--- src/hdl/jdcrl_pkg.sv ---
package jdcrl_pkg;

	typedef struct packed {
		logic [2:0]         joint_index;
		logic signed [15:0] joint_angle;
		logic signed [19:0] gravity_torque;
		logic               command_stale;
	} in_item_t;

	typedef struct packed {
		logic [2:0]         joint_number;
		logic signed [15:0] command_angle;
	} out_item_t;

	typedef struct packed {
		logic [10:0] stiffness_preset;
		logic [13:0] motor_k;
		logic [13:0] motor_a;
		logic [11:0] normal_rate;
		logic [11:0] stale_rate;
	} cfg_t;

	localparam int unsigned CORDIC_STEPS = 20;
	localparam int unsigned PRESET_MAX = 1229;
	localparam logic signed [63:0] CORDIC_INV_GAIN = 64'sd10188014;

	localparam logic [2:0] REG_PRESET = 3'd0;
	localparam logic [2:0] REG_K      = 3'd1;
	localparam logic [2:0] REG_A      = 3'd2;
	localparam logic [2:0] REG_NRATE  = 3'd3;
	localparam logic [2:0] REG_SRATE  = 3'd4;

	function automatic logic signed [63:0] atan_entry(input logic [4:0] i);
		logic signed [63:0] v;
		unique case (i)
			5'd0:  v = 64'sd13176795;
			5'd1:  v = 64'sd7778716;
			5'd2:  v = 64'sd4110060;
			5'd3:  v = 64'sd2086331;
			5'd4:  v = 64'sd1047214;
			5'd5:  v = 64'sd524117;
			5'd6:  v = 64'sd262123;
			5'd7:  v = 64'sd131069;
			5'd8:  v = 64'sd65536;
			5'd9:  v = 64'sd32768;
			5'd10: v = 64'sd16384;
			5'd11: v = 64'sd8192;
			5'd12: v = 64'sd4096;
			5'd13: v = 64'sd2048;
			5'd14: v = 64'sd1024;
			5'd15: v = 64'sd512;
			5'd16: v = 64'sd256;
			5'd17: v = 64'sd128;
			5'd18: v = 64'sd64;
			5'd19: v = 64'sd32;
			default: v = 64'sd0;
		endcase
		return v;
	endfunction

endpackage

--- src/hdl/jdcrl_mul.sv ---
module jdcrl_mul
	import jdcrl_pkg::*;
(
	input  logic               clk,
	input  logic               arst_n,
	input  logic               start,
	input  logic signed [63:0] a,
	input  logic signed [63:0] b,
	output logic               done,
	output logic signed [63:0] p
);
	logic [63:0] mcand_q, mplier_q, acc_q;
	logic        neg_q, busy_q;
	logic [5:0]  cnt_q;
	logic [63:0] a_mag, b_mag;

	assign a_mag = a[63] ? 64'(-a) : a;
	assign b_mag = b[63] ? 64'(-b) : b;
	assign p = neg_q ? $signed(64'(-acc_q)) : $signed(acc_q);

	always_ff @(posedge clk or negedge arst_n) begin
		if (!arst_n) begin
			busy_q <= 1'b0;
			done <= 1'b0;
			cnt_q <= '0;
		end else begin
			done <= 1'b0;
			if (start) begin
				busy_q <= 1'b1;
				mcand_q <= a_mag;
				mplier_q <= b_mag;
				acc_q <= '0;
				neg_q <= a[63] ^ b[63];
				cnt_q <= '0;
			end else if (busy_q) begin
				if (mplier_q[0])
					acc_q <= acc_q + mcand_q;
				mcand_q <= mcand_q << 1;
				mplier_q <= mplier_q >> 1;
				cnt_q <= cnt_q + 6'd1;
				if (cnt_q == 6'd63 || mplier_q[63:1] == '0) begin
					busy_q <= 1'b0;
					done <= 1'b1;
				end
			end
		end
	end
endmodule

--- config.mk ---
export PLATFORM = sky130hd
export DESIGN_NAME = jdcrl_mul
export DESIGN_NICKNAME = d
export VERILOG_FILES = /design/src/hdl/jdcrl_pkg.sv /design/src/hdl/jdcrl_mul.sv
export SDC_FILE = /design/constraint.sdc
export NUM_CORES = 1
export LEC_CHECK = 0
export BUFFER_PORTS_ARGS = -buffer_cell sky130_fd_sc_hd__buf_2
export CAP_MARGIN = 40
export CORE_MARGIN = 10
export CORE_UTILIZATION = 60
export DETAILED_ROUTE_END_ITERATION = 6
export PLACE_DENSITY = 0.82
export SLEW_MARGIN = 20
export SYNTH_ARGS = -nofsm -noshare
export SYNTH_HDL_FRONTEND = slang
export SYNTH_SLANG_ARGS = --single-unit
--- constraint.sdc ---
create_clock -name clk -period 11.2 [get_ports clk]
set_input_delay 2.24 -clock clk [delete_from_list [all_inputs] [get_ports clk]]
set_output_delay 2.24 -clock clk [all_outputs]
set_load 0.02 [all_outputs]
## Word-level counts from Yosys, hierarchy flattened

Cells that the tools add are included.

- $add $sub $neg: 5
- Multiply operators: 0
- Divide/modulo/power cells: 0
- Order comparisons: 0
- Eq/ne operators: 1
- Shift operators: 0
- Multiplexer cells: 17
- Bitwise gates (word level): 1
- Reduce and logical (&&, ||, !) cells: 5

Operator list:

| kind | number |
|---|---|
| $mux 64 | 9 |
| $neg 64->64 | 3 |
| $add 64x64->64 | 1 |
| $logic_not 63->1 | 1 |
| $mux 6 | 2 |
| $add 6x1->6 const B | 1 |
| $eq 6x6->1 const B | 1 |
| $mux 1 | 6 |
| $reduce_and 2->1 | 2 |
| $reduce_bool 2->1 | 1 |
| $logic_or 1x1->1 | 1 |
| $xor 1x1->1 | 1 |

- Register bits: 201
- Latch bits: 0
- Memory bits (writable): 0
- Bits in read-only memories: 0
- Bits of input ports: 131
- Output and inout port bits: 65
- Memories: 0

## Depth between registers and ports, before layout

- Word-level depth: 5
- Mapped depth: 13
- Depth with buffers taken out: 12

## Least setup slack after synthesis

No wires, ideal clock.

- Path type: input to register
- Start: in start
- End: reg mcand_q[0] (enable)
- Arrival: 6003 ps
- Data required time: 10702 ps
- Slack: 4699 ps
- Cell stages on the path: 4
- Cells stage by stage: clkbuf_1 > clkbuf_1 > clkbuf_1 > o21a_1

- Cells in the longest elaborated chain, start to end: 2

RTL lines:

| item | line | RTL |
|---|---|---|
| start: declaration | jdcrl_mul.sv:6 | `input logic start,` |
| $reduce_bool 2->1 (no source line) | - |  |
| $reduce_and 2->1 (no source line) | - |  |
| end signal: assignment | jdcrl_mul.sv:30 | `mcand_q <= a_mag;` |
| end signal: assignment | jdcrl_mul.sv:38 | `mcand_q <= mcand_q << 1;` |
| end: declaration | jdcrl_mul.sv:12 | `logic [63:0] mcand_q, mplier_q, acc_q;` |

No other way between the ends.
A chain may end at the register's enable or synchronous reset.

## Worst setup path after layout

- Start: reg acc_q[5]
- End: out p[52]

- Cells in the longest elaborated chain, start to end: 2

RTL lines:

| item | line | RTL |
|---|---|---|
| start: declaration | jdcrl_mul.sv:12 |  |
| start signal: assignment | jdcrl_mul.sv:37 | `acc_q <= acc_q + mcand_q;` |
| $neg 64->64 | jdcrl_mul.sv:19 | `assign p = neg_q ? $signed(64'(-acc_q)) : $signed(acc_q);` |
| $mux 64 | jdcrl_mul.sv:19 |  |
| end: declaration | jdcrl_mul.sv:10 | `output logic signed [63:0] p` |

No other way between the ends.

==> flow_summary_export.csv <==
group,metric,value,unit
grt,antenna_found_initial,3,
timing,finalSetupViolCount,0,
cells_and_area,utilization,0.6806,
cts,cts_tree,"yes",
place,numPortBuffers,195,
grt,overflow,0,
place,dpl.hpwl,35330,um
critical_path,crit_arrival,4.33,ns
synth,synth_seq_cells,201,
cts,ctsHoldBuffers,0,
power_and_ir_drop,power_density,143.6,nW/um^2
floorplan,core_area,26730,sq um
cells_and_area,fillCellCount,2183,
cts,clockBufferDepth,3,
timing,finalHoldViolations,0,
critical_path,required,8.96,ns
floorplan,dieArea,33900,sq um
detailed_routing,wl_per_cell,19.66,um
synth,yosys.cell_types.count,71,
timing,finalCriticalPeriod,6.575,ns
detailed_routing,ant_nets,0,
run,maxCapViolations,0,
floorplan,dieWidth,184.1,um
cts,post_cts_buffers,0,
min_path,hold_path_class,"reg2reg",
detailed_routing,drt-initial-drc-count,1550,
cells_and_area,fin_nets,2199,
run_status,status,"finished clean",
synth,yosysSeqAreaShare,0.3710,
timing,final-max-slew-violation-count,0,
synth,synth_edf_count,193,
detailed_routing,firstDrtPassIters,5,
synth,syn_nets,2060,
timing,fin_crit_sh,0.5870,
detailed_routing,drt-total-wl,46410,um
synth,synth_ff_type,"edfxtp_1",
cts,cts_buffers,24,
place,pre_cts_slack,5.166,ns
floorplan,num_rows,60,
critical_path,path_class,"reg2out",
timing,max_slew_margin,0.5053,
synth,ys_warn_count,0,
detailed_routing,vias,14800,
cts,clk_latency,0.52,ns
cts,root_buffer,"clkbuf_16",
synth,synth_area,16160,sq um
cells_and_area,area_delta_synth_final,12.54,%
power_and_ir_drop,p_leak,0.007062,uW
cts,ctsHtreeMaxLevel,1,
grt,grt_start_max_net_pins,111,
critical_path,critPathCaptureType,"output pin",
cts,cts-resized-gates,0,
synth,avgSynthCellArea,8.685,sq um
floorplan,start_util,0.6048,
timing,fmax,152.1,MHz
cells_and_area,drive_gt1_frac,0.1457,
synth,synthCells,1861,
timing,clock_skew,0.01877,ns
cells_and_area,layout_commonest_cell,"a21oi_1",
detailed_routing,drc,0,
detailed_routing,vias_per_cell,6.269,
grt,grt_pass1_vias,14110,
timing,rsz0062_at_grt,"no",
floorplan,pin_count,196,
critical_path,cp-start-kind,"flip-flop",
timing,final.setup.tns,0,ns
place,routabilityCongestion,0.9884,
timing,layout_setup_ws,4.625,ns
synth,synth-async-reset-ratio,0.03980,
timing,worst_pin_slew,0.7421,ns
cells_and_area,layout_common_cells,"239 x a21oi_1, 209 x nand2_1, 193 x edfxtp_1, 193 x buf_2, 186 x nor2_1",
cts,path_clk_slew,0.06,ns
grt,grt_first_pass_wirelength,72460,um
cells_and_area,final_cells,2361,
power_and_ir_drop,ir_drop,123.0,uV
cts,cts_sinks,201,
place,dp.cells,2313,
grt,grt_usage,0.2626,
floorplan,die_h,184.1,um
critical_path,cp_max_fo,5,
==> sequential cells by signal, indices dropped and copies added, names as in the netlist <==
signal / flops
neg_q: 1
cnt_q: 6
acc_q: 64
busy_q: 1
mplier_q: 64
mcand_q: 64
done: 1
==> worst max-delay path, stage by stage (launching register included) <==
cell,delay (ns)
edfxtp_1,0.46
or4_1,0.59
nor3_1,0.58
nand3b_1,0.27
or4_1,0.51
or2_1,0.34
or4_1,0.53
o21ai_1,0.21
xnor2_1,0.14
buf_2,0.19
==> path summary, 6_finish.rpt <==
| check | start | slack (ns) | cells after the start | to |
|---|---|---|---|---|
| setup reg to reg | acc_q[10]$_SDFFCE_PP0P_ | 6.85 | 12 | acc_q[57]$_SDFFCE_PP0P_ |
| hold reg to reg | cnt_q[4]$_DFFE_PN0N_ | 0.58 | 2 | cnt_q[4]$_DFFE_PN0N_ |
| min in group asynchronous | arst_n | 2.26 | 2 | cnt_q[4]$_DFFE_PN0N_ |
| setup / recovery | acc_q[5]$_SDFFCE_PP0P_ | 4.63 | 9 | p[52] |
| hold / removal | cnt_q[4]$_DFFE_PN0N_ | 0.58 | 2 | cnt_q[4]$_DFFE_PN0N_ |
| max in group asynchronous | arst_n | 8.55 | 2 | cnt_q[2]$_DFFE_PN0N_ |
==> cell usage after synthesis, drive strengths merged, types with 10 or more instances <==
| cell type | instances | share of area |
|---|---|---|
| nand3 | 30 | 0.0093 |
| o31ai | 58 | 0.031 |
| nor2 | 187 | 0.044 |
| ha | 67 | 0.052 |
| buf | 13 | 0.0038 |
| or2 | 10 | 0.0039 |
| clkbuf | 84 | 0.020 |
| xor2 | 129 | 0.070 |
| o21ai | 118 | 0.037 |
| inv | 39 | 0.0091 |
| or4 | 22 | 0.011 |
| xnor2 | 117 | 0.063 |
| a31oi | 14 | 0.0054 |
| nand2b | 15 | 0.0058 |
| nand4 | 26 | 0.010 |
| nand2 | 210 | 0.049 |
| mux2 | 18 | 0.013 |
| a21oi | 239 | 0.074 |
| nor4 | 28 | 0.011 |
| or3 | 44 | 0.019 |
| nor3 | 31 | 0.0096 |
| a21o | 43 | 0.020 |
| o21bai | 11 | 0.0051 |
| o41ai | 19 | 0.011 |
| edfxtp | 193 | 0.36 |
| and3 | 11 | 0.0043 |
==> cell type report <==
cell class | instances | area [sq um] | share of cell area
clock buffer | 33 | 655.6 | 0.03604
clock inverter | 11 | 136.4 | 0.007498
timing repair buffer | 210 | 1169 | 0.06425
antenna | 2 | 5.005 | 0.0002751
sequential | 201 | 5996 | 0.3296
tap | 341 | 426.7 | 0.02346
multi-input combinational | 1524 | 9656 | 0.5308
inverter | 39 | 146.4 | 0.008048
==> per-stage QoR <==
step	total power [uW]	area (sq um)	hold slack, ns
floorplan	1574	16160	0.5133
global placement	1803	17290	0.5315
detailed placement	1820	17340	0.5486
CTS	2607	18130	0.5759
global route	2742	18190	0.6038
finish	2613	18190	0.5751
==> power by group <==
part	internal [uW]	switching, uW
clock network	479	309
registers	916	77.2
logic	330	502
total	1720	888
==> cell families after synthesis <==
kind of cell / after synthesis / share of synthesized area
AO/OA/AOI/OAI: 549 / 0.2085
adder cells (fa/ha/maj): 68 / 0.05310
flip-flops: 201 / 0.3710
buffers and inverters: 136 / 0.03236
multiplexers: 23 / 0.01564
AND/OR/NAND/NOR: 638 / 0.1861
XOR/XNOR: 246 / 0.1333
==> routing by layer <==
metal / vias to the layer above / wire length, um / GRT usage / share of wire
li1: 7107 / - / - / -
met1: 6955 / 19970 / 0.3514 / 0.43
met2: 641 / 21340 / 0.4261 / 0.46
met3: 95 / 3698 / 0.04174 / 0.080
met4: 2 / 1383 / 0.08456 / 0.030
met5: - / 13 / 0 / 0.00028
(Power assumes the default switching activity.)
