### config.mk
export PLATFORM = sky130hd
export DESIGN_NAME = jdcrl_div
export DESIGN_NICKNAME = d
export VERILOG_FILES = /design/src/hdl/jdcrl_pkg.sv /design/src/hdl/jdcrl_div.sv
export SDC_FILE = /design/constraint.sdc
export NUM_CORES = 1
export LEC_CHECK = 0
export ABC_AREA = 1
export BUFFER_PORTS_ARGS = -buffer_cell sky130_fd_sc_hd__buf_2
export CAP_MARGIN = 20
export CELL_PAD_IN_SITES_DETAIL_PLACEMENT = 1
export CELL_PAD_IN_SITES_GLOBAL_PLACEMENT = 1
export CORE_ASPECT_RATIO = 1.75
export CORE_MARGIN = 1
export CORE_UTILIZATION = 37
export DETAILED_ROUTE_END_ITERATION = 7
export PLACE_DENSITY_LB_ADDON = 0.25
export SLEW_MARGIN = 20
export SYNTH_ARGS = -nofsm -noshare
export SYNTH_HDL_FRONTEND = slang
export SYNTH_SLANG_ARGS = --single-unit
### constraint.sdc
create_clock -name clk -period 9.05 [get_ports clk]
set_clock_uncertainty 0.15 [all_clocks]
set_input_delay 1.3575 -clock clk [delete_from_list [all_inputs] [get_ports clk]]
set_output_delay 1.3575 -clock clk [all_outputs]
set_load 0.02 [all_outputs]
### src/hdl/jdcrl_pkg.sv
package jdcrl_pkg;

	typedef struct packed {
		logic [2:0]         joint_index;
		logic signed [15:0] joint_angle;
		logic signed [19:0] gravity_torque;
		logic               command_stale;
	} in_item_t;

	typedef struct packed {
		logic [2:0]         joint_number;
		logic signed [15:0] command_angle;
	} out_item_t;

	typedef struct packed {
		logic [10:0] stiffness_preset;
		logic [13:0] motor_k;
		logic [13:0] motor_a;
		logic [11:0] normal_rate;
		logic [11:0] stale_rate;
	} cfg_t;

	localparam int unsigned CORDIC_STEPS = 20;
	localparam int unsigned PRESET_MAX = 1229;
	localparam logic signed [63:0] CORDIC_INV_GAIN = 64'sd10188014;

	localparam logic [2:0] REG_PRESET = 3'd0;
	localparam logic [2:0] REG_K      = 3'd1;
	localparam logic [2:0] REG_A      = 3'd2;
	localparam logic [2:0] REG_NRATE  = 3'd3;
	localparam logic [2:0] REG_SRATE  = 3'd4;

	function automatic logic signed [63:0] atan_entry(input logic [4:0] i);
		logic signed [63:0] v;
		unique case (i)
			5'd0:  v = 64'sd13176795;
			5'd1:  v = 64'sd7778716;
			5'd2:  v = 64'sd4110060;
			5'd3:  v = 64'sd2086331;
			5'd4:  v = 64'sd1047214;
			5'd5:  v = 64'sd524117;
			5'd6:  v = 64'sd262123;
			5'd7:  v = 64'sd131069;
			5'd8:  v = 64'sd65536;
			5'd9:  v = 64'sd32768;
			5'd10: v = 64'sd16384;
			5'd11: v = 64'sd8192;
			5'd12: v = 64'sd4096;
			5'd13: v = 64'sd2048;
			5'd14: v = 64'sd1024;
			5'd15: v = 64'sd512;
			5'd16: v = 64'sd256;
			5'd17: v = 64'sd128;
			5'd18: v = 64'sd64;
			5'd19: v = 64'sd32;
			default: v = 64'sd0;
		endcase
		return v;
	endfunction

endpackage

### src/hdl/jdcrl_div.sv
module jdcrl_div
	import jdcrl_pkg::*;
(
	input  logic        clk,
	input  logic        arst_n,
	input  logic        start,
	input  logic [63:0] num,
	input  logic [63:0] den,
	input  logic        sqrt_mode,
	output logic        done,
	output logic [63:0] res
);
	logic [63:0] v_q, r_q, bit_q, d_q, quo_q;
	logic [6:0]  cnt_q;
	logic        busy_q, sq_q;
	logic [63:0] rem_sh;

	assign rem_sh = {r_q[62:0], v_q[63]};
	assign res = sq_q ? r_q : quo_q;

	always_ff @(posedge clk or negedge arst_n) begin
		if (!arst_n) begin
			busy_q <= 1'b0;
			done <= 1'b0;
			cnt_q <= '0;
		end else begin
			done <= 1'b0;
			if (start) begin
				busy_q <= 1'b1;
				sq_q <= sqrt_mode;
				v_q <= num;
				d_q <= den;
				r_q <= '0;
				quo_q <= '0;
				bit_q <= 64'h4000_0000_0000_0000;
				cnt_q <= '0;
			end else if (busy_q) begin
				cnt_q <= cnt_q + 7'd1;
				if (sq_q) begin
					if (bit_q != '0) begin
						if (v_q >= r_q + bit_q) begin
							v_q <= v_q - (r_q + bit_q);
							r_q <= (r_q >> 1) + bit_q;
						end else
							r_q <= r_q >> 1;
						bit_q <= bit_q >> 2;
					end else begin
						busy_q <= 1'b0;
						done <= 1'b1;
					end
				end else begin
					if (rem_sh >= d_q) begin
						r_q <= rem_sh - d_q;
						quo_q <= {quo_q[62:0], 1'b1};
					end else begin
						r_q <= rem_sh;
						quo_q <= {quo_q[62:0], 1'b0};
					end
					v_q <= v_q << 1;
					if (cnt_q == 7'd63) begin
						busy_q <= 1'b0;
						done <= 1'b1;
					end
				end
			end
		end
	end
endmodule

# [After elaboration in Yosys (flattened, before gate mapping)]
# Cells that the tools add are included.
# Widths: inputs -> output; s select.
[totals] inputBits=132 out_inout_bits=65 register_bits=330 elab_cells=52
[classes] mux=29 n_lt_le_gt_ge=2 n_addsub=5 reduce_logical=4 n_eq_ne=3
[ops] op="$mux 64" count=16
[ops] op="$ge 64x64->1" count=2
[ops] op="$sub 64x64->64" count=2
[ops] op="$add 63x64->64" count=1
[ops] op="$add 64x64->64" count=1
[ops] op="$reduce_bool 64->1" count=1
[ops] op="$mux 7" count=2
[ops] op="$mux 1" count=11
[ops] op="$add 7x1->7 const B" count=1
[ops] op="$eq 7x6->1 const B" count=1
[ops] op="$ne 3x2->1 const B" count=2
[ops] op="$reduce_and 4->1" count=1
[ops] op="$reduce_and 2->1" count=1
[ops] op="$reduce_bool 2->1" count=1

# [Logic depth before layout (Yosys ltp)]
# Gate-level depths: netlist (run 1).
[logic_depth] ltp_word=7 mapped_depth=33 ltp_nobuf=31

# [Worst setup path after synthesis (run 1)]
# OpenSTA, ideal clock, no wires.
[synth_timing] kind="register -> register" start="register r_q[0]" end="register v_q[0], enable pin" stages_incl_launch_ff=24 required_ns=8.376 arrival_time_ns=7.011 setup_slack_ns=1.365 setup_time_ns=0.524 n_path_buf=1 synth_period_minus_slack_ns=7.685 cell_sequence="edfxtp_1 -> ha_1 -> inv_1 -> fa_1 -> nand3b_1 -> nand2_1 -> a21oi_1 -> o21ai_0 -> a31oi_1 -> o21ai_0 -> a21oi_1 -> xor2_1 -> ha_1 -> nand2_1 -> nor2_1 -> inv_1 -> nor2_1 -> nand2_1 -> nor3_2 -> nand2_2 -> nand2_2 -> nand2_1 -> buf_2 -> a31oi_1"
[synth_via] elab_chain_len=4
[synth_lines] item="start: declaration" line_no="jdcrl_div.sv:13" source="logic [63:0] v_q, r_q, bit_q, d_q, quo_q;"
[synth_lines] item="start signal: assignment" line_no="jdcrl_div.sv:43" source="r_q <= (r_q >> 1) + bit_q;"
[synth_lines] item="start signal: assignment" line_no="jdcrl_div.sv:45" source="r_q <= r_q >> 1;"
[synth_lines] item="start signal: assignment" line_no="jdcrl_div.sv:53" source="r_q <= rem_sh - d_q;"
[synth_lines] item="$add 64x64->64" line_no="jdcrl_div.sv:41" source="if (v_q >= r_q + bit_q) begin"
[synth_lines] item="$ge 64x64->1" line_no="jdcrl_div.sv:41"
[synth_lines] item="$ne 3x2->1 (no source line)"
[synth_lines] item="$reduce_and 4->1 (no source line)"
[synth_lines] item="end signal: assignment" line_no="jdcrl_div.sv:31" source="v_q <= num;"
[synth_lines] item="end signal: assignment" line_no="jdcrl_div.sv:42" source="v_q <= v_q - (r_q + bit_q);"
[synth_lines] item="end signal: assignment" line_no="jdcrl_div.sv:59" source="v_q <= v_q << 1;"
[synth_lines] item="end: declaration" line_no="jdcrl_div.sv:13"
# No other way between the ends.
# A chain may end at the register's enable or synchronous reset.

# [Worst setup path after layout (run 1)]
[layout_timing] start="register r_q[0]" end="register v_q[62], enable pin"
# Same word-level chain as after synthesis.

==> results.md, run 1 <==
- Startpoint Class: flip-flop
- Post-synth EDFFs: 321
- Relative slew slack: 20.2%
- Clock network fraction of total power: 17.2%
- GPL Wtd Cong: 1.05
- Int Pwr: 4.53 mW
- H-tree levels: 2
- Fin Setup TNS: 0 ns
- Status: finished, final reports clean
- Switching power: 5.03 mW
- CTS tree: done
- Global-route wire length before repair: 271 mm
- Sequential power share: 22.1%
- VDD IR max: 0.161 mV
- DIE WIDTH: 242 um
- Main combinational cell family by area after synthesis: simple AND/OR/NAND/NOR gates
- Full die area: 102,000 sq um
- Vias per cell: 5.45
- Worst setup path class: reg -> reg
- Initial antenna violation count: 2
- TritonCTS buffer count: 39
- Most frequent cells in the layout: nand2_1, inv_1, nor2_1
- DR vias: 41,300
- Total wire length: 184 mm
- RSZ-0062 raised after global routing: no
- Sink Count: 330
- Post-synthesis mux area share: 0%
- Net Sw Frac: 52.6%
- Design Area, Final: 41,000 sq um
- Final Hold Viols: 0
- Max Slew Vio Count: 0
- Ys Warns: 0
- # Max-Cap Violations: 0
- Syn avg cell area: 6.14 sq um
- PD cells: 233 nW/um^2
- Simple-gate portion of the synthesized area: 33.1%
- Clk_lat worst skew: 0.62 ns
- WP data arrival: 7.66 ns
- Initial Util: 37.5%
- Commonest non-fill, non-tap cell in the layout: nand2_1
- 1st-pass router iterations: 6
- Layout cell share with drive strength beyond 1: 5.81%
- Adder-cell share of the synthesized area: 8.77%
- GRT Overall Usage: 35.6%
- Placed cell count: 7,498
- Root buffer cell: clkbuf_16
- Total Power: 9.56 mW
- Hold_buf cts: 0
- Largest net degree at the start of global routing: 81
- CTS max path bufs: 3
- Worst-path maximum fanout: 64
- Final Setup Violations: 0
- Hold Path Class: reg -> reg
- Final worst path period share: 83.8%
- ANT nets after route: 0
- Routed wire per std cell: 24.3 um
- Synth Cell Area: 37,300 sq um
- Vias in the first global route: 44,500
- #FFs+latches synth: 330
- Primary FF master, synth: edfxtp_1
- Logic gate share of total power: 60.7%
- Non-Filler Instances: 7,569
- Synthesized instance count: 6,075
- Post-DP HPWL: 154 mm
- Final nets: 6,613
- CTS clk-pin slew, worst paths: 0.06 ns
- Leakage: 20.2 nW
- Register area share after synthesis: 26.5%
- Syn Nets: 6,466
- Netlist cell types: 54
- Drt drc: 0
- Synth Area in Compound Gates: 16.6%
- Placed instance area: 39,800 sq um
- Fill cells: 13,600
- Post-synth ARST share: 2.73%
- Worst Setup End Kind: flip-flop
- XOR/XNOR Fraction of Synth Area: 3.59%
- Drt initial violations: 2,031
- # IOs: 197
- Hold_ws: 0.319 ns
- Core area: 99,500 sq um
- Crit path time final: 7.58 ns
- Post-CTS sizing: 0
- Postcts setup bufs: 0
- Port Buffers: 196
- Syn-to-layout area delta: 10.0%
- CP required: 9.13 ns
- Die height: 422 um
- Measured slew at the worst slew-check pin: 1.19 ns
- Max Freq: 132 MHz
- Overflow after GRT: 0
- FP Rows: 153
-- stage by stage --
stage	worst slack [ns]	utilization, %
final	1.47	41.2
after global routing	1.17	41.2
after CTS	1.45	41.2
after detailed placement	1.46	39.9
after global placement	1.40	39.9
after floorplan	1.37	-
-- area by class of cell --
class / instances / area (sq um) / share of cell area (%)
inverters: 971 / 3650 / 8.90
clock buffers: 47 / 1050 / 2.55
repair buffers: 254 / 1430 / 3.48
flip-flops and latches: 330 / 9860 / 24.0
diodes: 2 / 5.00 / 0.0122
clock inverters: 22 / 205 / 0.500
well taps: 1317 / 1650 / 4.02
multi-input cells: 4626 / 23200 / 56.5
-- final timing paths --
kind / cells past startpoint / slack, ns / from / endpoint
setup / recovery: 26 / 1.47 / r_q[0] / v_q[62]
max in group asynchronous: 2 / 6.99 / arst_n / cnt_q[2]
min in group asynchronous: 1 / 0.56 / arst_n / done
hold / removal: 1 / 0.32 / cnt_q[6] / cnt_q[6]
setup reg to reg: 26 / 1.47 / r_q[0] / v_q[62]
hold reg to reg: 1 / 0.32 / cnt_q[6] / cnt_q[6]
-- worst max-delay path: stages, from the launching register on --
cell	delay [ns]
edfxtp_1	0.53
ha_1	0.23
inv_1	0.06
fa_1	0.40
nand3b_1	0.17
nand2_1	0.18
a21oi_1	0.13
o21bai_1	0.64
a21oi_1	0.24
o21ai_0	0.56
nand2_1	0.11
nand2_1	0.20
nand2_1	0.10
nand3_1	0.08
nand2_1	0.08
ha_1	0.38
nand2_1	0.10
nor2_1	0.16
inv_1	0.09
nor2_1	0.12
nand2_1	0.10
nor3_2	0.14
nand2_2	0.25
nand2_2	0.30
nand2_1	0.55
a31oi_4	0.31
buf_4	0.73
-- flip-flops by register name, summed over array words and instances, names as in the netlist, 7 cells and up --
| name | cells |
|---|---|
| r_q | 64 |
| v_q | 64 |
| cnt_q | 7 |
| d_q | 64 |
| bit_q | 64 |
| quo_q | 64 |
-- metal layers --
layer  vias up  part of all wire [%]  global-route usage [%]
met5         -                     0                       0
met4         0                    11                    32.4
met3       516                   2.7                    3.08
met2       997                    52                    67.4
met1     19800                    35                    33.6
li1      20000                     -                       -
-- cells by family after synthesis --
group / Yosys count
compound gates: 1160
buf+inv: 1119
fa+ha+maj: 259
simple gates: 3054
xor+xnor: 153
flops: 330
-- synthesized netlist by cell type (2+ instances only) --
library cell / n / area, sq um
a21o_1: 21 / 158
nor3_1: 52 / 260
a21oi_4: 2 / 32.5
xnor2_1: 66 / 578
nand2_2: 13 / 81.3
fa_1: 4 / 80.1
nor2_2: 4 / 25.0
ha_1: 255 / 3190
or2_2: 3 / 18.8
nand2_1: 1795 / 6740
nor4_1: 29 / 181
inv_1: 958 / 3600
o21ai_1: 22 / 110
a221oi_1: 2 / 17.5
buf_1: 12 / 45.0
nand3_1: 328 / 1640
nor2_1: 748 / 2810
nand3b_1: 9 / 67.6
buf_6: 5 / 56.3
a211oi_1: 5 / 37.5
dfrtp_1: 9 / 225
o21ai_0: 512 / 2560
o221ai_1: 3 / 26.3
clkinv_1: 2 / 7.51
buf_2: 15 / 75.1
a31oi_1: 38 / 238
xor2_1: 87 / 762
inv_2: 11 / 41.3
clkbuf_1: 111 / 417
o21bai_1: 42 / 315
buf_4: 4 / 30.0
nand4_1: 58 / 363
and2_1: 4 / 25.0
and3_1: 2 / 12.5
a21boi_0: 6 / 45.0
a21oi_1: 458 / 2290
edfxtp_1: 321 / 9640
o21a_1: 12 / 90.1
nor3_2: 2 / 20.0
o31ai_1: 2 / 15.0
o211ai_1: 30 / 225
-- power by group through the flow --
| stage | clock (mW) | combinational (mW) | sequential, mW |
|---|---|---|---|
| 3_3_place_gp | 0 | 5.67 | 2.13 |
| 2_1_floorplan | 0 | 3.74 | 2.07 |
| 5_1_grt | 1.71 | 6.35 | 2.14 |
| 4_1_cts | 1.67 | 5.75 | 2.11 |
| 3_5_place_dp | 0 | 5.72 | 2.14 |
| 6_report | 1.64 | 5.80 | 2.12 |
No activity file was read; power rests on OpenSTA's default activity.
==> run 2: changes to the inputs <==
--- a/config.mk
+++ b/config.mk
@@ -5,7 +5,7 @@
 export SDC_FILE = /design/constraint.sdc
 export NUM_CORES = 1
 export LEC_CHECK = 0
-export ABC_AREA = 1
+export ABC_AREA = 0
 export BUFFER_PORTS_ARGS = -buffer_cell sky130_fd_sc_hd__buf_2
 export CAP_MARGIN = 20
 export CELL_PAD_IN_SITES_DETAIL_PLACEMENT = 1
==> constraint.sdc (replaced) <==
create_clock -name clk -period 7.8 [get_ports clk]
set_clock_uncertainty 0.15 [all_clocks]
set_input_delay 1.17 -clock clk [delete_from_list [all_inputs] [get_ports clk]]
set_output_delay 1.17 -clock clk [all_outputs]
set_load 0.02 [all_outputs]
==> run 2 against run 1 <==
Against the previous run:
- worst setup slack lost 0.86 ns
- clock power grew 17%
- core utilization grew 0.25 points
- wire length shrank 41%
- non-clock buffer count grew 5
- sequential share of layout area grew 4.5 points
- maximum frequency grew 5.5%
- combinational power grew 32%
- sequential power grew 27%
- first-iteration DRC count shrank 26%
- cell count shrank 35%
- critical endpoint is now r_q[12]
- global-route usage shrank 10 points
==> results.md, run 2 <==
- Primary FF master, synth: edfxtp_1 (unchanged)
- GRT Overall Usage: 25.1% (was 35.6%)
- #FFs+latches synth: 330 (unchanged)
- Final Setup Violations: 0 (unchanged)
- R2r endpoint: r_q[12] (was v_q[62])
- Sequential power share: 22.0% (was 22.1%)
- Netlist cell types: 101 (was 54)
- Clock network fraction of total power: 15.6% (was 17.2%)
- CP cell instances: ha_1 -> nand4_1 -> or4_1 -> a2111oi_2 -> buf_4 -> nor2_1 -> o21ai_1 -> a21bo_2 -> a21o_1 -> a21o_1 -> a221oi_1 -> xor2_1 -> ha_1 -> a21o_1 -> a21o_1 -> a221oi_1 -> o2111ai_1 -> nor4_2 -> nor3_4 -> buf_12 -> mux2_1 -> a221oi_1 -> a21oi_1
- Switching power: 5.81 mW (was 5.03 mW)
- Overflow after GRT: 0 (unchanged)
- Total Power: 12.3 mW (was 9.56 mW)
- Root buffer cell: clkbuf_16 (unchanged)
- # IOs: 197 (unchanged)
- Commonest non-fill, non-tap cell in the layout: nand2_1 (unchanged)
- Final Hold Viols: 0 (unchanged)
- Most frequent cells in the layout: nand2_1, a21oi_1, edfxtp_1 (was nand2_1, inv_1, nor2_1)
- Most frequent CP cell: a21o_1 (was nand2_1)
- Relative slew slack: 17.1% (was 20.2%)
- Post-CTS sizing: 0 (unchanged)
- Post-synth EDFFs: 321 (unchanged)
- Hold_buf cts: 0 (unchanged)
- Leakage: 14.6 nW (was 20.2 nW)
- DIE WIDTH: 221 um (was 242 um)
- Initial Util: 37.4% (was 37.5%)
- Slowest stage delay, CP: 0.62 ns (was 0.73 ns)
- Startpoint Class: flip-flop (unchanged)
- Vias in the first global route: 29,900 (was 44,500)
- Worst setup path class: reg -> reg (unchanged)
- Sink Count: 330 (unchanged)
- CTS tree: done (unchanged)
- Ys Warns: 0 (unchanged)
- Cells taking the most area after synthesis: edfxtp_1, ha_1, a21oi_1 (was edfxtp_1, nand2_1, inv_1)
- Die height: 386 um (was 422 um)
- Logic gate share of total power: 62.3% (was 60.7%)
- Net Sw Frac: 47.4% (was 52.6%)
- Largest net degree at the start of global routing: 100 (was 81)
- Placed instance area: 33,300 sq um (was 39,800 sq um)
- Synthesized instance count: 3,709 (was 6,075)
- Postcts setup bufs: 0 (unchanged)
- Measured slew at the worst slew-check pin: 1.23 ns (was 1.19 ns)
- H-tree levels: 2 (unchanged)
- FP Rows: 140 (was 153)
- 1st-pass router iterations: 5 (was 6)
- Max Freq: 139 MHz (was 132 MHz)
- TritonCTS buffer count: 37 (was 39)
- Diodes inserted: 0 (was 2)
- Synth cell count leaders: nand2_1, a21oi_1, edfxtp_1 (was nand2_1, inv_1, nor2_1)
- Final worst path period share: 92.2% (was 83.8%)
- Clk_lat worst skew: 0.60 ns (was 0.62 ns)
- Total wire length: 109 mm (was 184 mm)
- Syn avg cell area: 8.40 sq um (was 6.14 sq um)
- Synth top area share: 30.9% (was 25.8%)
- Worst-path maximum fanout: 61 (was 64)
- CP required: 7.96 ns (was 9.13 ns)
- Slowest cell on the critical path: or4_1 (was buf_4)
- ANT nets after route: 0 (unchanged)
- Reg2Reg Depth: 23 (was 26)
- Syn Nets: 4,100 (was 6,466)
- Post-DP HPWL: 85.3 mm (was 154 mm)
- Crit path time final: 7.19 ns (was 7.58 ns)
- Core area: 83,400 sq um (was 99,500 sq um)
- Most frequent cell after synthesis: nand2_1 (unchanged)
- Int Pwr: 6.45 mW (was 4.53 mW)
- Drt initial violations: 1,504 (was 2,031)
- Drt drc: 0 (unchanged)
- VDD IR max: 0.365 mV (was 0.161 mV)
- RSZ-0062 raised after global routing: no (unchanged)
- WP data arrival: 7.34 ns (was 7.66 ns)
- Layout cell share with drive strength beyond 1: 11.3% (was 5.81%)
- Final nets: 4,197 (was 6,613)
- Max Slew Vio Count: 0 (unchanged)
- Syn-to-layout area delta: 10.9% (was 10.0%)
- Worst Setup End Kind: flip-flop (unchanged)
- Fin Setup TNS: 0 ns (unchanged)
- DR vias: 28,600 (was 41,300)
- GPL Wtd Cong: 0.897 (was 1.05)
- PD cells: 355 nW/um^2 (was 233 nW/um^2)
- Vias per cell: 5.83 (was 5.45)
- Worst reg2reg startpoint: r_q[23] (was r_q[0])
- Largest area contributor in the netlist: edfxtp_1 (unchanged)
- Post-synth ARST share: 2.73% (unchanged)
- Final cell utilization of the core: 41.5% (was 41.2%)
- CTS max path bufs: 3 (unchanged)
- Global-route wire length before repair: 170 mm (was 271 mm)
- Initial antenna violation count: 1 (was 2)
- Hold Path Class: in -> async (was reg -> reg)
- Status: finished, final reports clean (unchanged)
- Full die area: 85,400 sq um (was 102,000 sq um)
- CTS clk-pin slew, worst paths: 0.07 ns (was 0.06 ns)
- Port Buffers: 196 (unchanged)
- Synth Cell Area: 31,200 sq um (was 37,300 sq um)
- Routed wire per std cell: 22.3 um (was 24.3 um)
- Worst reg-to-reg setup slack: 0.61 ns (was 1.47 ns)
- # Max-Cap Violations: 0 (unchanged)
- Design Area, Final: 34,600 sq um (was 41,000 sq um)
- Register area share after synthesis: 31.7% (was 26.5%)
run 2: cell count changes in the layout (fill, tap and decap cells not counted), sizes merged, moves of 129 or more:
cell	previous run	this run
nor2	753	221
a21o	21	150
nand2	1808	579
inv	972	131
nand3	330	57
o21ai	534	274
run 2: worst max path at each step:
stage | depth (start not counted) | endpoint | slack (ns) | from
6_report | 23 | r_q[12] | 0.61 | r_q[23]
5_1_grt | 26 | r_q[12] | 0.19 | r_q[0]
4_1_cts | 23 | v_q[8] | 0.44 | r_q[23]
3_5_place_dp | 23 | v_q[7] | 0.48 | r_q[23]
3_3_place_gp | 23 | v_q[2] | 0.52 | r_q[23]
2_1_floorplan | 22 | v_q[0] | 0.78 | r_q[23]
run 2: kinds of logic (layout without fill, tap and decap cells):
| logic type | Yosys count | count (layout) | share of synthesized area, % |
|---|---|---|---|
| and+or+nand+nor | 1152 | 1152 | 16.7 |
| buffers and inverters | 332 | 456 | 4.10 |
| DFF | 330 | 330 | 31.7 |
| adders and majority gates | 259 | 259 | 10.5 |
| AOI/OAI and AO/OA | 1257 | 1257 | 25.5 |
| muxes | 145 | 145 | 4.97 |
| xor gates and xnor gates | 234 | 234 | 6.58 |
run 2: critical path: cells and delay by family (launching register included):
| kind | cells | cell delay [ns] |
|---|---|---|
| buf+inv | 2 | 0.44 |
| fa+ha+maj | 2 | 0.93 |
| flops | 1 | 0.58 |
| compound gates | 12 | 2.79 |
| mux | 1 | 0.37 |
| simple gates | 5 | 1.38 |
| xor+xnor | 1 | 0.16 |
run 2: metrics by stage:
step	setup WS (ns)	std cells	hold WS, ns
after floorplan	0.785	3709	0.356
after global placement	0.522	4832	0.391
after detailed placement	0.482	4832	0.403
after CTS	0.443	4898	0.326
after global routing	0.187	4898	0.359
final	0.612	4898	0.362
run 2: power by group through the flow:
stage	sequential, mW	clock (mW)	combinational, mW
3_3_place_gp	2.72	0	7.50
3_5_place_dp	2.72	0	7.60
6_report	2.70	1.92	7.64
2_1_floorplan	2.57	0	5.68
4_1_cts	2.70	1.98	7.64
5_1_grt	2.74	2.01	8.43
run 2: metal layers:
metal  vias to the layer above  track usage (%)  routed length, um
li1                      13900                -                  -
met1                     14000             29.8              46700
met2                       521             45.8              54300
met3                       176             1.85               2530
met4                         0             12.3               5560
met5                         -                0                  0
run 2: final cells by class:
type	count	area (sq um)
fill	10000	48800
multi-input combinational	3047	20100
sequential	330	9860
timing repair buffer	259	1540
tap	1065	1330
clock buffer	39	933
inverter	131	492
clock inverter	27	332
==> run 3: changes to the inputs <==
--- a/config.mk
+++ b/config.mk
@@ -12,7 +12,7 @@
 export CELL_PAD_IN_SITES_GLOBAL_PLACEMENT = 1
 export CORE_ASPECT_RATIO = 1.75
 export CORE_MARGIN = 1
-export CORE_UTILIZATION = 37
+export CORE_UTILIZATION = 33
 export DETAILED_ROUTE_END_ITERATION = 7
 export PLACE_DENSITY_LB_ADDON = 0.25
 export SLEW_MARGIN = 20
==> run 3 against run 2 <==
Against the previous run:
- critical endpoint is now r_q[17]
- maximum frequency is 1.4% lower
- flip-flop and latch count stayed put
- clock power hardly changed
- count of clock-buffer cells in the layout is 6 higher
- design area is 0.19% higher
- die area is 12% higher
- largest power group unchanged
- first-iteration DRC count is 1.4% higher
- worst setup slack worse by 0.10 ns
- core utilization is 4.4 points lower
- register-to-register slack worse by 0.10 ns
- critical path depth is 1 lower
- wire length is 2.0% higher
==> results.md, run 3 (synthesized netlist as in run 2, its figures left out) <==
- Global-route wire length before repair: 173 mm (was 170 mm)
- Measured slew at the worst slew-check pin: 1.29 ns (was 1.23 ns)
- Max Slew Vio Count: 0 (unchanged)
- Final Setup Violations: 0 (unchanged)
- Max layer used: met4 (unchanged)
- Startpoint Class: flip-flop (unchanged)
- Port Buffers: 196 (unchanged)
- Overflow after GRT: 0 (unchanged)
- Hold_ws: 0.411 ns (was 0.362 ns)
- TritonCTS buffer count: 38 (was 37)
- VDD IR max: 0.266 mV (was 0.365 mV)
- Leakage: 14.5 nW (was 14.6 nW)
- Switching power: 5.84 mW (was 5.81 mW)
- Status: finished, final reports clean (unchanged)
- Root buffer cell: clkbuf_16 (unchanged)
- Layout cell share with drive strength beyond 1: 11.1% (was 11.3%)
- GRT Overall Usage: 23.0% (was 25.1%)
- CP required: 7.96 ns (about the same)
- H-tree levels: 2 (unchanged)
- GPL Wtd Cong: 0.913 (was 0.897)
- Worst setup path class: reg -> reg (unchanged)
- Clk_lat worst skew: 0.61 ns (was 0.60 ns)
- CTS max path bufs: 3 (unchanged)
- Most frequent cells in the layout: nand2_1, a21oi_1, edfxtp_1 (unchanged)
- Met2 wire length: 55.9 mm (was 54.3 mm)
- Postcts setup bufs: 0 (unchanged)
- Hold Path Class: reg -> reg (was in -> async)
- Non-Filler Instances: 5,027 (was 4,898)
- DR vias: 28,500 (was 28,600)
- CTS tree: done (unchanged)
- Largest net degree at the start of global routing: 93 (was 100)
- Vias per cell: 5.67 (was 5.83)
- Setup ws final: 0.510 ns (was 0.612 ns)
- Total wire length: 111 mm (was 109 mm)
- Fill cells: 11,200 (was 10,000)
- Initial antenna violation count: 1 (unchanged)
- Final worst path period share: 93.5% (was 92.2%)
- Routed wire per std cell: 22.1 um (was 22.3 um)
- Sink Count: 330 (unchanged)
- Fin Setup TNS: 0 ns (unchanged)
- Vias in the first global route: 29,900 (about the same)
- Drt drc: 0 (unchanged)
- Die height: 409 um (was 386 um)
- Clock network fraction of total power: 15.4% (was 15.6%)
- Sequential power share: 22.3% (was 22.0%)
- FP Rows: 148 (was 140)
- Post-DP HPWL: 87.3 mm (was 85.3 mm)
- Int Pwr: 6.40 mW (was 6.45 mW)
- PD cells: 353 nW/um^2 (was 355 nW/um^2)
- CTS clk-pin slew, worst paths: 0.07 ns (about the same)
- Final nets: 4,187 (was 4,197)
- Placed cell count: 4,956 (was 4,832)
- # IOs: 197 (unchanged)
- Worst-path maximum fanout: 49 (was 61)
- Logic gate share of total power: 62.3% (about the same)
- Core area: 93,300 sq um (was 83,400 sq um)
- 1st-pass router iterations: 7 (was 5)
- DR WL met3: 2.76 mm (was 2.53 mm)
- ANT nets after route: 0 (unchanged)
- Hold_buf cts: 0 (unchanged)
- Place WS: 0.307 ns (was 0.482 ns)
- # Max-Cap Violations: 0 (unchanged)
- RSZ-0062 raised after global routing: no (unchanged)
- Worst Setup End Kind: flip-flop (unchanged)
- Net Sw Frac: 47.7% (was 47.4%)
- DIE WIDTH: 234 um (was 221 um)
- WP data arrival: 7.45 ns (was 7.34 ns)
- Initial Util: 33.4% (was 37.4%)
- Routed met1 length: 47.4 mm (was 46.7 mm)
- Syn-to-layout area delta: 11.1% (was 10.9%)
- Full die area: 95,700 sq um (was 85,400 sq um)
- Relative slew slack: 13.4% (was 17.1%)
- Drt initial violations: 1,525 (was 1,504)
- Crit path time final: 7.29 ns (was 7.19 ns)
- Final Hold Viols: 0 (unchanged)
- Max Freq: 137 MHz (was 139 MHz)
- Commonest non-fill, non-tap cell in the layout: nand2_1 (unchanged)
-- run 3: cell type report --
class / count / area [sq um] / share of cell area [%]
multi-input cells: 3047 / 20100 / 58.0
flip-flops and latches: 330 / 9860 / 28.5
well taps: 1200 / 1500 / 4.34
repair buffers: 248 / 1430 / 4.12
clock buffers: 45 / 1030 / 2.97
inverters: 131 / 492 / 1.42
clock inverters: 25 / 238 / 0.686
diodes: 1 / 2.50 / 0.00723
-- run 3: worst paths after layout --
path | start | end | slack, ns | cells past startpoint
max | r_q[24] | r_q[17] | 0.51 | 22
min | cnt_q[6] | cnt_q[6] | 0.41 | 2
max reg2reg | r_q[24] | r_q[17] | 0.51 | 22
min reg2reg | cnt_q[6] | cnt_q[6] | 0.41 | 2
max in group asynchronous | arst_n | cnt_q[0] | 6.17 | 2
min in group asynchronous | arst_n | done | 0.86 | 2
-- run 3: what timing repair did --
item,in CTS,in global routing
setup endpoints to repair,0,80
resized for setup,0,1
hold endpoints to repair,0,0
-- run 3: layer usage --
metal	vias up	track usage (%)
li1	13900	-
met1	13900	27.7
met2	518	41.2
met3	165	1.74
met4	0	9.97
met5	-	0
-- run 3: stage by stage --
step	utilization, %	power [mW]	instance area (sq um)
6_report	37.1	12.2	34600
4_1_cts	37.1	12.3	34600
3_5_place_dp	35.7	10.3	33400
5_1_grt	37.1	13.2	34600
2_1_floorplan	-	8.25	31200
3_3_place_gp	35.7	10.3	33400
-- run 3: power groups by stage --
stage	clock (mW)	sequential, mW	combinational [mW]
2_1_floorplan	0	2.57	5.68
3_3_place_gp	0	2.75	7.52
3_5_place_dp	0	2.75	7.60
4_1_cts	1.94	2.72	7.63
5_1_grt	1.98	2.76	8.43
6_report	1.89	2.73	7.62
-- run 3: critical path, cell delays in order (launching register included) --
cell and delay (ns):
edfxtp_1 0.55, ha_1 0.51, nand4_1 0.21, or4_1 0.63, a2111oi_2 0.46, buf_4 0.22
nor2_1 0.06, o21ai_1 0.22, a21bo_2 0.19, a21o_1 0.11, a21o_1 0.16, a221oi_1 0.11
xor2_1 0.17, ha_1 0.51, nand4_1 0.17, or3_1 0.42, nor4_1 0.44, nor3_1 0.16
nor3_4 0.38, buf_12 0.30, mux2_1 0.37, a222oi_1 0.32, nor2_1 0.08
